## src/rtl/multi_channel_blink_sequencer_defines.svh

```systemverilog
// ---------------------------------------------------------------------------
// multi_channel_blink_sequencer assertion macros
// concurrent checks on clk, disabled or empty for synthesis
// ---------------------------------------------------------------------------
`ifndef MULTI_CHANNEL_BLINK_SEQUENCER_DEFINES_SVH
`define MULTI_CHANNEL_BLINK_SEQUENCER_DEFINES_SVH

`ifndef SYNTHESIS
// check that holds while out of reset
`define MCBS_ASSERT(lbl, prop) \
  lbl: assert property (@(posedge clk) disable iff (!rst_n) prop) \
    else $error("mcbs assertion failed");
// check that also covers the reset cycles
`define MCBS_ASSERT_RST(lbl, prop) \
  lbl: assert property (@(posedge clk) prop) \
    else $error("mcbs reset assertion failed");
`else
`define MCBS_ASSERT(lbl, prop)
`define MCBS_ASSERT_RST(lbl, prop)
`endif

`endif

```

## src/rtl/mcbs_pkg.sv

```systemverilog
// ---------------------------------------------------------------------------
// mcbs_pkg
// types, constants and the per-tick channel update of the blink sequencer
// ---------------------------------------------------------------------------
`default_nettype none

package mcbs_pkg;

  localparam int CHANNELS = 3;
  localparam int CH_W     = (CHANNELS > 1) ? $clog2(CHANNELS) : 1;
  localparam int LVL_W    = 3;

  localparam logic [7:0] FOREVER = 8'hFF;

  typedef enum logic {
    OP_START = 1'b0,
    OP_TICK  = 1'b1
  } opcode_t;

  typedef enum logic [1:0] {
    PH_IDLE = 2'd0,
    PH_ON   = 2'd1,
    PH_OFF  = 2'd2
  } phase_t;

  typedef enum logic [1:0] {
    SQ_IDLE,
    SQ_SWEEP,
    SQ_DONE
  } seq_state_t;

  typedef struct packed {
    opcode_t     opcode;
    logic [2:0]  channel;
    logic [7:0]  on_ticks;
    logic [7:0]  off_ticks;
    logic [7:0]  repeat_total;
  } in_t;

  typedef struct packed {
    logic [LVL_W-1:0] output_levels;
    logic             any_active;
  } out_t;

  typedef struct packed {
    phase_t     phase;
    logic [7:0] ticks_left;
    logic [7:0] on_period;
    logic [7:0] off_period;
    logic [7:0] cycles_left;
  } ent_t;

  localparam int ENT_W = $bits(ent_t);

  // one tick of one channel
  function automatic ent_t mcbs_advance(ent_t e);
    ent_t       r;
    logic [7:0] cyc;
    r   = e;
    cyc = e.cycles_left - 8'd1;
    if (e.phase == PH_ON || e.phase == PH_OFF) begin
      r.ticks_left = e.ticks_left - 8'd1;
      if (r.ticks_left == 8'd0) begin
        if (e.phase == PH_ON) begin
          r.phase = PH_OFF;
          if (e.off_period != 8'd0) begin
            r.ticks_left = e.off_period;
          end
        end
        if (r.phase == PH_OFF && r.ticks_left == 8'd0) begin
          if (cyc != 8'd0) begin
            r.cycles_left = (cyc == FOREVER - 8'd1) ? FOREVER : cyc;
            r.ticks_left  = e.on_period;
            r.phase       = PH_ON;
          end else begin
            r.cycles_left = cyc;
            r.phase       = PH_IDLE;
          end
        end
      end
    end
    return r;
  endfunction

endpackage

`default_nettype wire

```

## src/rtl/mcbs_ram.sv

```systemverilog
// ---------------------------------------------------------------------------
// mcbs_ram
// generic single-write, single-read memory with registered read data
// ---------------------------------------------------------------------------
`default_nettype none

module mcbs_ram #(
  parameter int WIDTH = 8,
  parameter int DEPTH = 4,
  localparam int AW   = (DEPTH > 1) ? $clog2(DEPTH) : 1
) (
  input  logic             clk,
  input  logic             we,
  input  logic [AW-1:0]    waddr,
  input  logic [WIDTH-1:0] wdata,
  input  logic [AW-1:0]    raddr,
  output logic [WIDTH-1:0] rdata
);

  logic [WIDTH-1:0] mem [DEPTH];
  logic [WIDTH-1:0] rdata_r;

  always_ff @(posedge clk) begin
    if (we) begin
      mem[waddr] <= wdata;
    end
    rdata_r <= mem[raddr];
  end

  assign rdata = rdata_r;

endmodule

`default_nettype wire

```

## src/rtl/multi_channel_blink_sequencer.sv

```systemverilog
// ---------------------------------------------------------------------------
// multi_channel_blink_sequencer
// on/off blink patterns for several channels, state kept in one memory
// ---------------------------------------------------------------------------
// start command: memory written at acceptance if the channel is in range,
//   then the done state registers the result once the output is free
// tick: read-modify-write sweep of the channel memory, one channel a cycle,
//   then the done state registers the result once the output is free
// next transaction accepted once back in idle, later while the result is stalled
// reset: per-entry valid bits make every channel idle at once, no clearing pass
// ---------------------------------------------------------------------------
`default_nettype none
`include "multi_channel_blink_sequencer_defines.svh"

module multi_channel_blink_sequencer
  import mcbs_pkg::*;
(
  input  logic clk,
  input  logic rst_n,
  input  logic in_valid,
  output logic in_stall,
  input  in_t  in_data,
  output logic out_valid,
  input  logic out_stall,
  output out_t out_data
);

  localparam logic [CH_W-1:0] LAST_CH = CH_W'(CHANNELS - 1);

  seq_state_t          state_r, state_nxt;
  logic [CH_W-1:0]     ch_r, ch_nxt;
  logic [CHANNELS-1:0] vld_r, vld_nxt;
  logic [CHANNELS-1:0] on_r, on_nxt;
  logic [CHANNELS-1:0] run_r, run_nxt;
  logic                out_valid_r, out_valid_nxt;
  out_t                out_data_r, out_data_nxt;

  logic             in_acc;
  logic             ch_ok;
  logic [CH_W-1:0]  st_ch;
  logic             go;
  logic             last;
  logic             out_free;
  logic             ram_we;
  logic [CH_W-1:0]  ram_waddr;
  logic [CH_W-1:0]  ram_raddr;
  logic [ENT_W-1:0] ram_wdata;
  logic [ENT_W-1:0] ram_rdata;
  ent_t             cur;
  ent_t             upd;
  ent_t             st_ent;
  logic [LVL_W-1:0] levels;

  mcbs_ram #(
    .WIDTH (ENT_W),
    .DEPTH (CHANNELS)
  ) u_state_ram (
    .clk   (clk),
    .we    (ram_we),
    .waddr (ram_waddr),
    .wdata (ram_wdata),
    .raddr (ram_raddr),
    .rdata (ram_rdata)
  );

  assign in_acc   = in_valid && !in_stall;
  assign ch_ok    = 32'(in_data.channel) < CHANNELS;
  assign st_ch    = in_data.channel[CH_W-1:0];
  assign go       = (in_data.on_ticks != 8'd0) && (in_data.repeat_total != 8'd0);
  assign last     = (ch_r == LAST_CH);
  assign out_free = !out_valid_r || !out_stall;
  assign cur      = vld_r[ch_r] ? ent_t'(ram_rdata) : '0;
  assign upd      = mcbs_advance(cur);

  always_comb begin
    st_ent = '0;
    if (go) begin
      st_ent.phase       = PH_ON;
      st_ent.ticks_left  = in_data.on_ticks;
      st_ent.on_period   = in_data.on_ticks;
      st_ent.off_period  = in_data.off_ticks;
      st_ent.cycles_left = in_data.repeat_total;
    end
  end

  for (genvar i = 0; i < LVL_W; i++) begin : g_lvl
    if (i < CHANNELS) begin : g_used
      assign levels[i] = on_r[i];
    end else begin : g_pad
      assign levels[i] = 1'b0;
    end
  end

  // next state
  always_comb begin
    state_nxt = state_r;
    unique case (state_r)
      SQ_IDLE: begin
        if (in_acc) begin
          state_nxt = (in_data.opcode == OP_TICK) ? SQ_SWEEP : SQ_DONE;
        end
      end
      SQ_SWEEP: begin
        if (last) begin
          state_nxt = SQ_DONE;
        end
      end
      SQ_DONE: begin
        if (out_free) begin
          state_nxt = SQ_IDLE;
        end
      end
      default: state_nxt = SQ_IDLE;
    endcase
  end

  // outputs and datapath
  always_comb begin
    in_stall      = 1'b1;
    ram_we        = 1'b0;
    ram_waddr     = ch_r;
    ram_wdata     = ENT_W'(upd);
    ram_raddr     = '0;
    ch_nxt        = ch_r;
    vld_nxt       = vld_r;
    on_nxt        = on_r;
    run_nxt       = run_r;
    out_valid_nxt = out_valid_r && out_stall;
    out_data_nxt  = out_data_r;
    unique case (state_r)
      SQ_IDLE: begin
        in_stall = 1'b0;
        if (in_valid && in_data.opcode == OP_START && ch_ok) begin
          ram_we         = 1'b1;
          ram_waddr      = st_ch;
          ram_wdata      = ENT_W'(st_ent);
          vld_nxt[st_ch] = 1'b1;
          on_nxt[st_ch]  = go;
          run_nxt[st_ch] = go;
        end
      end
      SQ_SWEEP: begin
        ram_we        = 1'b1;
        ram_raddr     = last ? '0 : ch_r + CH_W'(1);
        ch_nxt        = last ? '0 : ch_r + CH_W'(1);
        vld_nxt[ch_r] = 1'b1;
        on_nxt[ch_r]  = (upd.phase == PH_ON);
        run_nxt[ch_r] = (upd.phase == PH_ON) || (upd.phase == PH_OFF);
      end
      SQ_DONE: begin
        if (out_free) begin
          out_valid_nxt              = 1'b1;
          out_data_nxt.output_levels = levels;
          out_data_nxt.any_active    = |run_r;
        end
      end
      default: ;
    endcase
  end

  always_ff @(posedge clk) begin
    if (!rst_n) begin
      state_r     <= SQ_IDLE;
      ch_r        <= '0;
      vld_r       <= '0;
      on_r        <= '0;
      run_r       <= '0;
      out_valid_r <= 1'b0;
    end else begin
      state_r     <= state_nxt;
      ch_r        <= ch_nxt;
      vld_r       <= vld_nxt;
      on_r        <= on_nxt;
      run_r       <= run_nxt;
      out_valid_r <= out_valid_nxt;
    end
    out_data_r <= out_data_nxt;
  end

  assign out_valid = out_valid_r;
  assign out_data  = out_data_r;

  `MCBS_ASSERT(a_on_implies_run, (on_r & ~run_r) == '0)
  `MCBS_ASSERT(a_sweep_in_range, ch_r <= LAST_CH)
  `MCBS_ASSERT(a_sweep_ends, (state_r == SQ_SWEEP && last) |=> state_r == SQ_DONE)
  `MCBS_ASSERT(a_acc_leaves_idle, in_acc |=> state_r != SQ_IDLE)
  `MCBS_ASSERT(a_result_from_done, $rose(out_valid_r) |-> $past(state_r == SQ_DONE))
  `MCBS_ASSERT_RST(a_reset_clears_out, !rst_n |=> !out_valid_r)

endmodule

`default_nettype wire
```

## config.mk

```make
export PLATFORM = sky130hd
export DESIGN_NAME = multi_channel_blink_sequencer
export DESIGN_NICKNAME = d
export VERILOG_FILES = /design/src/rtl/mcbs_pkg.sv /design/src/rtl/mcbs_ram.sv /design/src/rtl/multi_channel_blink_sequencer.sv
export VERILOG_INCLUDE_DIRS = /design/src /design/src/rtl
export SDC_FILE = /design/constraint.sdc
export NUM_CORES = 1
export LEC_CHECK = 0
export ABC_CLOCK_PERIOD_IN_PS = 11500
export CORE_UTILIZATION = 40
export CTS_CLUSTER_DIAMETER = 60
export CTS_CLUSTER_SIZE = 30
export DETAILED_ROUTE_END_ITERATION = 7
export DONT_BUFFER_PORTS = 1
export SYNTH_ARGS = -nofsm -noshare
export SYNTH_HDL_FRONTEND = slang
export SYNTH_HIERARCHICAL = 1
export SYNTH_SLANG_ARGS = --single-unit
```

## constraint.sdc

```tcl
create_clock -name clk -period 11.5 [get_ports clk]
set_input_delay 0 -clock clk [delete_from_list [all_inputs] [get_ports clk]]
set_output_delay 0 -clock clk [all_outputs]
set_load 0.02 [all_outputs]
```

; Word level (Yosys, flattened, before mapping)
; Memories as Yosys holds them, arrays and structs flattened. A register that Yosys moved wholly into a read port is not among the register bits.
; Index checks and enable logic that the tools add are counted.
[word_totals]
regBits = 18
ramBits = 102
out_inout_bits = 6
elab_cells = 108
mem_count = 1
[op_classes]
add_sub_neg = 3
order_cmp = 5
eq_ne = 13
n_mux = 50
n_bitwise = 3
reduce_logical = 25
[mem_list]
columns = memory, words, word_bits, rd, rd_clocked_by_memory_dff, wr, line_no
row1 = u_state_ram.mem, 3, 34, 1, 1, 1, mcbs_ram.sv:20  ; logic [WIDTH-1:0] mem [DEPTH];
[op_table]
columns = cell, n
row1 = $mux W34, 3
row2 = $mux W10, 6
row3 = $mux W8, 7
row4 = $mux W33, 1
row5 = $reduce_bool A8 Y1, 4
row6 = $pmux W3 S2, 3
row7 = $logic_not A8 Y1, 2
row8 = $mux W2, 8
row9 = $sub A8 B1 Y8 const B, 2
row10 = $bwmux W3, 4
row11 = $eq A2 B2 Y1 const B, 5
row12 = $mux W1, 10
row13 = $mux W3, 3
row14 = $eq A8 B8 Y1 const B, 1
row15 = $logic_and A1 B1 Y1, 8
row16 = $eq A2 B1 Y1 const B, 3
row17 = $lt A2 B3 Y1 const B, 2
row18 = $ne A2 B2 Y1 const B, 3
row19 = $or A3 B3 Y3, 2
row20 = $pmux W2 S3, 1
row21 = $demux W1 S2, 2
row22 = $ge A2 B1 Y1 const B, 2
row23 = $reduce_and A2 Y1, 2
row24 = $logic_or A1 B1 Y1, 3
row25 = other kinds (11), 12

; Depth between registers and ports, before layout
[depth]
ltp_word = 17
ltp_mapped = 19

; Hierarchy
; The synthesis kept the hierarchy.
[by_module_without_submodules]
columns = mod, n_inst, cells_each, area_per_inst_um2
row1 = mcbs_ram, 1, 252, 4511.8
row2 = multi_channel_blink_sequencer, 1, 375, 2585.0

; Worst setup path after synthesis
; OpenSTA, ideal clock, no wires.
[synth_path]
path_kind = register to register
start = reg state_r[0]
end = mem u_state_ram/mem[0][0] (netlist bit) (enable)
arrival_time_ps = 3752
t_required_ps = 11026
setup_slack_ps = 7273
stages_incl_launch_ff = 7
path_buffers = 1
path_cell_list = dfxtp_1 > nor4b_1 > nand2_1 > clkbuf_1 > nand2_1 > nand2_1 > nor3b_1
[synth_via]
elab_cells_between_ends = 6
[synth_rtl]
columns = element, line_no
row1 = start: declaration, multi_channel_blink_sequencer.sv:30  ; seq_state_t state_r, state_nxt;
row2 = start signal: assignment, multi_channel_blink_sequencer.sv:170  ; state_r <= state_nxt;
row3 = $logic_not A2 Y1, multi_channel_blink_sequencer.sv:130  ; unique case (state_r)
row4 = $mux W2, multi_channel_blink_sequencer.sv:130
row5 = net ram_waddr[0], multi_channel_blink_sequencer.sv:45  ; logic [CH_W-1:0] ram_waddr;
row6 = end: declaration, mcbs_ram.sv:20
; The timed path passes the listed nets, and every way through them passes these cells.

; Worst setup path in the final report
[layout_path]
start = reg ch_r[1]
end = reg run_r[0]
[layout_via]
elab_chain_cells = 17
elab_cells_between_ends = 32
[layout_rtl]
columns = element, line_no
row1 = start: declaration, multi_channel_blink_sequencer.sv:31  ; logic [CH_W-1:0] ch_r, ch_nxt;
row2 = start signal: assignment, multi_channel_blink_sequencer.sv:171  ; ch_r <= ch_nxt;
row3 = $bmux W1 S2, multi_channel_blink_sequencer.sv:72  ; assign cur = vld_r[ch_r] ? ent_t'(ram_rdata) : '0;
row4 = $mux W1 (not written as such), multi_channel_blink_sequencer.sv:72
row5 = $mux W34, multi_channel_blink_sequencer.sv:72
row6 = $sub A8 B1 Y8 / $reduce_bool A8 Y1 (equally long branches), "mcbs_pkg.sv:62, mcbs_pkg.sv:66"
row7 = $mux W8, mcbs_pkg.sv:66  ; if (e.off_period != 8'd0) begin
row8 = $mux W10, mcbs_pkg.sv:64  ; if (e.phase == PH_ON) begin
row9 = $mux W10, mcbs_pkg.sv:63  ; if (r.ticks_left == 8'd0) begin
row10 = $mux W10, mcbs_pkg.sv:61  ; if (e.phase == PH_ON || e.phase == PH_OFF) begin
row11 = $logic_not A8 Y1, mcbs_pkg.sv:70  ; if (r.phase == PH_OFF && r.ticks_left == 8'd0) begin
row12 = $logic_and A1 B1 Y1, mcbs_pkg.sv:70
row13 = $mux W10, mcbs_pkg.sv:70
row14 = $mux W10, mcbs_pkg.sv:63
row15 = $mux W10, mcbs_pkg.sv:61
row16 = $eq A2 B1 Y1 / $eq A2 B2 Y1 (equally long branches), multi_channel_blink_sequencer.sv:148  ; run_nxt[ch_r] = (upd.phase == PH_ON) || (upd.phase == PH_OFF);
row17 = $logic_or A1 B1 Y1, multi_channel_blink_sequencer.sv:148
row18 = $bwmux W3 *, multi_channel_blink_sequencer.sv:148
row19 = $pmux W3 S2 *, multi_channel_blink_sequencer.sv:130
row20 = end signal: assignment, multi_channel_blink_sequencer.sv:174  ; run_r <= run_nxt;
row21 = end: declaration, multi_channel_blink_sequencer.sv:34  ; logic [CHANNELS-1:0] run_r, run_nxt;
; Mark *: on every way between the ends. The rest lies on a longest branch, timed or not. The select of a mux whose other input is x is not followed.
; A chain may end at the register's enable or synchronous reset.

==> summary.txt <==
Worst setup path
  – Worst EP required: 11810 ps
  – Worst setup path start: ch_r[1]$_SDFFE_PN0P_
  – Max FO, Critical Path: 36
  – R2R Path End: run_r[0]$_SDFFE_PN0P_
  – Critical path cell sequence: mux2i_4, o21ai_4, nand2_1, ha_1, nand2_1, a2111o_1, nor4_4, o21bai_1, ha_1, inv_1, a221oi_1, nor2b_1
  – RR Startpoint: ch_r[1]$_SDFFE_PN0P_
  – Worst r2r path cells: 12
  – CP startpoint kind: flop
  – Reg2reg setup slack: 6820 ps
  – Crit path kind: flop to flop
  – Critical path's slowest cell: nor4_4
  – Setup crit end kind: flop
  – Crit-path max cell delay: 760 ps
  – CP arrival: 5000 ps

Global route
  – Largest net degree at the start of global routing: 39
  – GRT Util Overall: 0.195
  – Vias in the first global route: 4818
  – Gr ovfl total: 0
  – Initial antenna violation count: 0
  – Global-route wire length before repair: 26.7 mm

Die
  – Number of I/O pins: 38
  – FP Rows: 48
  – Die area: 18300 sq um
  – Initial Utilization: 0.410
  – Die H: 135 um
  – Chip width: 135 um
  – Core area: 17300 sq um

Clocking
  – CTS H-tree depth: 4
  – CTS tree: done
  – Clock tree sinks: 154
  – Root Driver: clkbuf_16
  – Maximum clock path buffer count: 2
  – Setup bufs post-CTS: 0
  – Clock Latency Late Sink: 430 ps
  – Num CTS Buffers: 17
  – Clk slew on worst S/H paths: 60 ps

Logic synthesis
  – Netlist cell types: 67
  – Post-Syn Area per Cell: 11.3 sq um
  – Largest cells by area after synthesis: edfxtp_1 45%, dfxtp_1 14%, mux2i_1 5.1%
  – Asr flop ratio synth: 0
  – Post-Syn Nets: 668
  – Mapped cell area: 7100 sq um
  – Sequential area share after synthesis: 0.584
  – Yosys top cell area share: 0.449
  – Area leader, netlist: edfxtp_1
  – Flops & latches, synth: 154
  – Synthesized instance count: 627
  – Synth cell count leaders: 106 x edfxtp_1, 94 x nand2_1, 48 x dfxtp_1
  – EDFF count, synth: 106
  – Count leader, synth: edfxtp_1
  – Syn. warnings: 6
  – Primary FF master, synth: edfxtp_1

Route
  – Antenna Nets Post-Route: 0
  – Final WL: 16.9 mm
  – Average wire per cell in the routed design: 19.0 um
  – Via count: 4963
  – Drt first pass iters: 5
  – Via-to-Cell Ratio: 5.59
  – Drt drc: 0
  – Initial drt markers: 426

STA
  – Hold Slack: 27.1 ps
  – Worst clock skew: 7.97 ps
  – Tmin final: 4680 ps
  – Slew HR: 0.337
  – F_max: 214 MHz
  – Setup-failing EPs final: 0
  – Setup TNS: 0 ps
  – RSZ-0062 raised after global routing: false
  – Final hold vios: 0
  – Post-route clock period utilization: 0.407
  – Worst-margin pin slew: 995 ps
  – Max Slew Vio Count: 0

Power and ir drop
  – PD cells: 166 nW/um^2
  – Pleak: 2.81 nW
  – VDD IR max: 0.105 mV
  – Pwr Total: 1.35 mW

Run
  – Max cap viols: 0

Placed design
  – Final GP Congestion: 0.908
  – DP HPWL: 10.9 mm
  – I/O Buffers: 0

Outcome
  – Status: completed

Worst hold path
  – Worst Hold Depth: 4
  – Worst Hold End: state_r[1]$_SDFFE_PN0P_
  – Hold Startpoint: in_valid
  – Hold Path Class: input pin to flop

Finish
  – Share of cells above drive strength 1: 0.0860
  – NumNets Final: 691
  – P&R area growth vs syn: 14.6%
  – Antenna diode count: 0
[worst max path at each step]
stage	endpoint	slack [ps]	cells after the start
after detailed placement	run_r[0]$_SDFFE_PN0P_	6880	12
after floorplan	u_state_ram/mem[0][0]$_DFFE_PP_	7270	6
after global routing	run_r[0]$_SDFFE_PN0P_	6410	12
after CTS	run_r[0]$_SDFFE_PN0P_	6870	12
after global placement	run_r[0]$_SDFFE_PN0P_	7100	12
final	run_r[0]$_SDFFE_PN0P_	6820	12
[metrics by stage]
stage               setup slack, ps  area, sq um  utilization  instances
global placement               7100         7240        0.418        825
detailed placement             6880         7240        0.418        825
floorplan                      7270         7100            -        627
finish                         6820         8130        0.470        888
global route                   6410         8130        0.470        888
CTS                            6870         8130        0.470        888
[power by group]
group	switching, mW	leakage [nW]	internal [mW]
clock network	0.244	0.288	0.307
registers	0.0296	1.38	0.631
logic	0.0855	1.14	0.0557
[worst max-delay path, delay by kind of cell, from the launching register on]
kind                     cells  cell delay (ps)
AO/OA/AOI/OAI                4             1680
AND/OR/NAND/NOR              4             1260
adder cells (fa/ha/maj)      2              900
flip-flops                   1              410
multiplexers                 1              250
buffers and inverters        1               50
[flip-flops by register name, summed over array words and instances (netlist names)]
register	cells
u_state_ram/rdata	34
levels	3
run_r	3
out_data	4
state_r	2
ch_r	2
vld_r	3
out_valid	1
u_state_ram/mem	102
[timing repair]
| action | 4_1_cts | 5_1_grt |
|---|---|---|
| gates resized for setup | 0 | 0 |
| hold endpoints to repair | 114 | 0 |
| endpoints found under the setup margin | 0 | 0 |
| hold buffers | 31 | 0 |
[layout by cell type, fill, tap and decap left out, types with 11 or more instances in the layout]
master and instances:
o21ai_1 38, mux2i_1 36, clkbuf_16 17, edfxtp_1 106, o21ai_0 16, a21oi_1 21, nor2_1 34, a22o_1 11
nor3_1 15, dlygate4sd3_1 31, nand2_1 94, dfxtp_1 48
[final cells by class]
class | count | area [sq um]
well taps | 225 | 282
fillers | 1564 | 9170
clock buffers | 17 | 425
repair buffers | 38 | 363
clock inverters | 15 | 156
flip-flops and latches | 154 | 4140
inverters | 10 | 37.5
multi-input cells | 429 | 2720
[logic make-up (layout without fill, tap and decap cells)]
| logic type | count (synthesis) | after routing | synth area share |
|---|---|---|---|
| adder cells (fa/ha/maj) | 9 | 9 | 0.0159 |
| AO/OA/AOI/OAI | 155 | 155 | 0.145 |
| buffers and inverters | 44 | 80 | 0.0340 |
| multiplexers | 38 | 38 | 0.0555 |
| AND/OR/NAND/NOR | 223 | 223 | 0.160 |
| flip-flops | 154 | 154 | 0.584 |
| XOR/XNOR | 4 | 4 | 0.00494 |
[routing by layer]
metal	part of all wire	track usage	vias to the layer above	wire length [um]
li1	-	-	2406	-
met1	0.45	0.250	2426	7690
met2	0.49	0.325	116	8280
met3	0.040	0.0471	15	684
met4	0.015	0.0618	0	257
met5	0	0	-	0
(Power assumes the default switching activity.)
